==> src/rtl/dcc_pkg.sv <==
// Shared widths, word types and helpers for the distance constraint correction block.
package dcc_pkg;

    localparam int COORD_W  = 21;
    localparam int TARGET_W = 21;
    localparam int DEV_W    = 24;
    localparam int WORD_W   = 63;

    localparam int DIFF_W = COORD_W + 1;          // first - second
    localparam int SUM_W  = 2 * DIFF_W;           // sum of squares
    localparam int ROOT_W = DIFF_W;               // floor sqrt of the sum
    localparam int REM_W  = ROOT_W + 2;           // sqrt partial remainder
    localparam int PROD_W = DIFF_W + DEV_W;       // d * dev
    localparam int NUM_W  = PROD_W + 1;           // |d * dev| + len
    localparam int DEN_W  = ROOT_W + 1;           // 2 * len
    localparam int QUO_W  = NUM_W - DEN_W;        // quotient bits, one per divide step
    localparam int PUSH_W = QUO_W + 1;
    localparam int SAT_W  = PUSH_W + 1;

    localparam int QUEUE_DEPTH = 2;
    localparam int PTR_W       = $clog2(QUEUE_DEPTH);
    localparam int CNT_W       = $clog2(QUEUE_DEPTH + 1);

    typedef enum logic [1:0] {
        KIND_SATISFIED  = 2'd0,
        KIND_SEPARATED  = 2'd1,
        KIND_COINCIDENT = 2'd2
    } kind_t;

    typedef struct packed {
        logic [TARGET_W-1:0] target_distance;
        logic [WORD_W-1:0]   first_position;
        logic [WORD_W-1:0]   second_position;
        logic [WORD_W-1:0]   first_shift_in;
        logic [WORD_W-1:0]   second_shift_in;
    } in_word_t;

    typedef struct packed {
        logic signed [DEV_W-1:0] deviation;
        logic [WORD_W-1:0]       first_shift_out;
        logic [WORD_W-1:0]       second_shift_out;
    } out_word_t;

    // classified word handed from front to back
    typedef struct packed {
        kind_t                  kind;
        logic [DEV_W-1:0]       dev;
        logic [ROOT_W-1:0]      len;
        logic [2:0][DIFF_W-1:0] d;
        logic [WORD_W-1:0]      acc0;
        logic [WORD_W-1:0]      acc1;
    } mid_word_t;

    function automatic logic signed [COORD_W-1:0] comp(input logic [WORD_W-1:0] w,
                                                       input logic [1:0] k);
        return w[k*COORD_W +: COORD_W];
    endfunction

endpackage

==> src/rtl/dcc_queue.sv <==
// Short queue of classified words between front and back.
module dcc_queue
    import dcc_pkg::*;
(
    input  logic      clk,
    input  logic      rst_n,
    input  logic      push,
    output logic      full,
    input  mid_word_t din,
    output logic      empty,
    input  logic      pop,
    output mid_word_t dout
);

    mid_word_t        mem_reg [QUEUE_DEPTH];
    logic [PTR_W-1:0] wr_reg;
    logic [PTR_W-1:0] rd_reg;
    logic [CNT_W-1:0] cnt_reg;
    logic             do_push;
    logic             do_pop;

    assign full    = cnt_reg == CNT_W'(QUEUE_DEPTH);
    assign empty   = cnt_reg == '0;
    assign do_push = push && !full;
    assign do_pop  = pop && !empty;
    assign dout    = mem_reg[rd_reg];

    always_ff @(posedge clk or negedge rst_n)
    begin
        if (!rst_n)
        begin
            wr_reg  <= '0;
            rd_reg  <= '0;
            cnt_reg <= '0;
        end
        else
        begin
            if (do_push)
            begin
                wr_reg <= wr_reg + 1'b1;
            end
            if (do_pop)
            begin
                rd_reg <= rd_reg + 1'b1;
            end
            if (do_push && !do_pop)
            begin
                cnt_reg <= cnt_reg + 1'b1;
            end
            else if (do_pop && !do_push)
            begin
                cnt_reg <= cnt_reg - 1'b1;
            end
        end
    end

    always_ff @(posedge clk)
    begin
        if (do_push)
        begin
            mem_reg[wr_reg] <= din;
        end
    end

`ifndef ASSERT_OFF
    a_hold_when_full: assert property (@(posedge clk) disable iff (!rst_n)
        (push && full) |=> (push && $stable(din)))
        else $error("queue word dropped or changed while full");
    a_cnt_bound: assert property (@(posedge clk) disable iff (!rst_n)
        cnt_reg <= CNT_W'(QUEUE_DEPTH))
        else $error("queue count above depth");
`endif

endmodule

==> config.mk <==
export PLATFORM = sky130hd
export DESIGN_NAME = dcc_queue
export DESIGN_NICKNAME = d
export VERILOG_FILES = /design/src/rtl/dcc_pkg.sv /design/src/rtl/dcc_queue.sv
export SDC_FILE = /design/constraint.sdc
export NUM_CORES = 1
export LEC_CHECK = 0
export BUFFER_PORTS_ARGS = -buffer_cell sky130_fd_sc_hd__clkbuf_2
export CORE_MARGIN = 2
export CORE_UTILIZATION = 50
export CTS_CLUSTER_DIAMETER = 80
export DETAILED_ROUTE_END_ITERATION = 8
export PLACE_DENSITY = 0.8
export SETUP_SLACK_MARGIN = 0.15
export SLEW_MARGIN = 15
export SYNTH_ARGS = -nofsm -noshare
export SYNTH_HDL_FRONTEND = slang
export SYNTH_SLANG_ARGS = --single-unit
==> constraint.sdc <==
create_clock -name clk -period 12.9 [get_ports clk]
set_clock_uncertainty 0.05 [all_clocks]
set_input_delay 1.935 -clock clk [delete_from_list [all_inputs] [get_ports clk]]
set_output_delay 1.935 -clock clk [all_outputs]
set_load 0.005 [all_outputs]
### Yosys cells after proc, flatten, opt, wreduce, memory -nomap -nowiden

Memory sizes are Yosys's and may differ from the RTL's.
Cells that the tools add are included.

| word-level totals | value |
|---|---|
| word-level logic and storage cells | 23 |
| output and inout bits | 242 |
| memories kept | 1 |
| input bits | 244 |
| bits in registers | 4 |
| RAM bits | 480 |

| cells by class | value |
|---|---|
| add/subtract/negate cells | 4 |
| multiplexer cells | 4 |
| equality and inequality tests | 1 |
| reductions and logical operators | 10 |

Memories:

| name | words | width | read ports | clocked after Yosys merged registers in | write ports | RTL line | source |
|---|---|---|---|---|---|---|---|
| mem_reg | 2 | 240 | 1 | 0 | 1 | dcc_queue.sv:15 | `mid_word_t mem_reg [QUEUE_DEPTH];` |

Operators with widths:

| operator | count |
|---|---|
| $logic_and A1 B1 Y1 | 4 |
| $logic_not A1 Y1 | 4 |
| $mux W2 | 2 |
| $add A1 B1 Y1 const B | 2 |
| $add A2 B1 Y2 const B | 1 |
| $eq A2 B2 Y1 const B | 1 |
| $logic_not A2 Y1 | 1 |
| $mux W1 | 2 |
| $reduce_bool A2 Y1 | 1 |
| $sub A2 B1 Y2 const B | 1 |

### Depth between registers and ports, before layout

| depth | value |
|---|---|
| word-level depth | 7 |
| mapped depth | 7 |
| gate-level depth less buffers | 7 |

### Worst setup path after synthesis

OpenSTA, ideal clock, no wires.

| path | value |
|---|---|
| kind | input port to flip-flop |
| start point | input port push |
| end point | memory mem_reg[0][0] (netlist name), enable pin |
| library setup time | 0.845 ns |
| cell stages on the path | 2 |
| data arrival time | 11.967 ns |
| buffers on the path | 0 |
| slack | 0.038 ns |
| cells stage by stage | nand2_1 nor2_1 |

| between the ends | value |
|---|---|
| word-level cells in the longest chain between the ends | 3 |

RTL lines:

| what | RTL line | source |
|---|---|---|
| start: declaration | dcc_queue.sv:7 | `input logic push,` |
| $logic_and A1 B1 Y1 | dcc_queue.sv:24 | `assign do_push = push && !full;` |
| $mux W1 | dcc_queue.sv:59 | `if (do_push)` |
| $mux W1 (not written as such) | dcc_queue.sv:61 | `mem_reg[wr_reg] <= din;` |
| end: declaration | dcc_queue.sv:15 |  |

No other way between the ends.

==> results.txt <==
----------------------------------------------------
[Status]
  Status ... complete, no violations

[Die]
  Vertical die dimension ... 195 µm
  Initial core utilization ... 50.4%
  Num rows ... 70
  Num ports ... 486
  Die Outline Area ... roughly 38000 µm²
  Core Region ... ~36000 µm²
  Die X ... 195 µm

[Worst setup path]
  Critical path peak fanout ... 56
  CP Class ... reg -> out
  Worst Reg-to-Reg Cells ... 4
  Data required time of the critical path ... 10.91 ns
  Nature of the critical path startpoint ... flop
  Crit. End Element ... output pin
  Arrival @ worst endpoint ... 3.55 ns

[Clocking]
  Buffer depth of the longest clock path ... 3
  Number of buffers created by CTS ... 48
  Max H-tree Level ... 2
  TritonCTS clock tree ... done
  Total clock sinks ... approximately 480
  Clk pin slew, worst setup/hold paths ... roughly 0.060 ns
  Buffers inserted by post-CTS timing repair ... 0
  Worst skew pair latency ... 0.57 ns
  Number of buffers inserted by hold repair at cts ... 0
  Clock tree root driver cell ... clkbuf_16
  Post-cts sizing count ... 0

[STA]
  Final hold violations ... 0
  Count of final setup violators ... 0
  Time the final worst path needs with I/O delays and setup ... between 5 and 6 ns
  Least-Margin Pin Slew ... about 1.1 ns
  Relative slew slack ... 28.4%
  Final critical-path share of the clock period ... a little over two fifths
  RSZ-0062 raised after global routing ... no
  Worst hold slack across all endpoints ... 0.496 ns
  Count of pins over their slew limit ... 0
  Total negative setup slack ... 0 ns
  Highest clock rate ... 181 MHz

[Pwr]
  Leakage Power ... 9.14 nW
  Cell Int Power ... approximately 3.8 mW
  Clock share of power ... between 20% and 30%
  Tot Pwr ... 5.15 mW
  Power share of the sequential group ... between 40 and 50%
  Fraction of power spent switching nets ... 27.0%
  Portion of total power attributed to combinational logic ... ~30%
  Power density relative to cell area ... ~230 nW/µm²
  Switching pwr ... 1.39 mW
  IR drop worst, VDD ... 0.300 mV

[Global route]
  Total grt overflow ... 0
  Number of global-route vias before repair ... a little over 9000
  Number of antenna violations at the first check in global routing ... 1
  Maximum number of pins on one net before global-route repair ... between 100 and 150
  First-pass GRT wire length ... about 53000 µm
  Total routing resource utilization after global routing ... 18.6%

[Finish]
  Share of layout cells above drive strength 1 ... around three fifths
  Nets ... 1529
  Area growth from synthesis to final layout ... 24.1%
  Commonest cells after routing, fill and taps aside ... clkbuf_2, edfxtp_1, mux2_4, mux2_2, clkbuf_16
  Flip-flop count of the largest register after layout ... 480
  Filler instances ... roughly 2500
  Leading cell type in the layout, fill and taps excluded ... clkbuf_2
  Utilization after layout ... 62.5%

[Routing]
  Total iterations of the first detailed-routing run ... 4
  Number of remaining DRC errors ... 0
  Via count ... 9010
  Routed Wire Length ... about 36000 µm
  Routed Antenna Nets ... 0
  DRC violation total after the first TritonRoute iteration ... 444
  Routed vias/inst ... 5.03
  Routed length per placed instance ... slightly above 20 µm

[Min path]
  Class of the tightest hold or removal check ... reg -> reg
  Count of cells along the worst hold path ... 1

[Place]
  Number of input and output port buffers inserted ... about 490
  Placer Congestion ... 0.759
  Post-DP HPWL ... between 20000 and 30000 µm

[Synthesis]
  Sequential share of the synthesized area ... between 70% and 80%
  Number of distinct standard cells referenced by the synthesized netlist ... 16
  Number of cells produced by synthesis ... 766
  Mean cell area of the mapped netlist ... around 24 µm²
  Number of synthesized register bits ... ~480
  Netlist area before placement ... around 18000 µm²
  Yosys warns ... 0
  Net count of the mapped netlist ... around 1000

[Run]
  Count of max-cap constraint violations ... 0

----------------------------------------------------
## Yosys cell counts, drive strengths merged
cell,instances,area (µm²)
buf,27,277
and3,1,6.26
mux2,240,3420
dfrtp,4,100
o21ai,1,5.00
xor2,2,17.5
ha,1,12.5
nor2,3,11.3
xnor2,3,26.3
inv,2,7.51
edfxtp,480,14400
nand2b,1,6.26
nand2,1,3.75
## routing by layer
layer,GRT usage (%),wire length (µm)
met5,0,0
met3,7.03,3630
met2,31.3,18200
met4,7.38,1210
met1,21.6,13400
## metrics by stage
stage	setup slack, ns	std cells	cell area, µm²
final	7.37	1792	22700
after detailed placement	7.96	1702	21100
after floorplan	4.11	766	18300
after global placement	8.02	1702	21100
after global routing	7.19	1792	22700
after CTS	7.33	1791	22700
## path summary, 6_finish.rpt
kind                                  from              to  slack [ns]
worst max-delay path                rd_reg        dout[62]        7.37
worst min-delay path            cnt_reg[1]      cnt_reg[1]        0.50
worst max register to register  cnt_reg[0]  mem_reg[1][64]        9.55
worst min register to register  cnt_reg[1]      cnt_reg[1]        0.50
max in group asynchronous            rst_n          rd_reg       11.55
min in group asynchronous            rst_n          wr_reg        1.11
## final cells by class
class / count / area, µm² / area share (%)
Antenna cell: 1 / 2.50 / 0.0110
Clock buffer: 70 / 1350 / 5.93
Clock inverter: 19 / 219 / 0.964
Inverter: 2 / 7.51 / 0.0331
Multi-Input combinational cell: 253 / 3520 / 15.5
Sequential cell: 484 / 14500 / 63.9
Tap cell: 468 / 586 / 2.58
Timing Repair Buffer: 495 / 2510 / 11.1
## cell families after synthesis
family,count (synthesis),share of synthesized area [%]
adder cells (fa/ha/maj),1,0.0684
XOR/XNOR,5,0.239
buffers and inverters,29,1.55
multiplexers,240,18.7
AO/OA/AOI/OAI,1,0.0273
flip-flops,484,79.3
AND/OR/NAND/NOR,6,0.150
## power groups by stage
stage	registers [mW]	logic, mW	clock network [mW]
after floorplan	2.33	1.03	0
after global placement	2.28	1.52	0
after detailed placement	2.30	1.54	0
after CTS	2.27	1.55	1.39
after global routing	2.30	1.63	1.45
final	2.27	1.52	1.36
## critical path: stages, from the launching register on
cell and delay [ns]:
dfrtp_4 0.79, buf_4 0.74, buf_4 0.86, mux2_4 0.36, clkbuf_2 0.11
No activity file was read; power rests on OpenSTA's default activity.
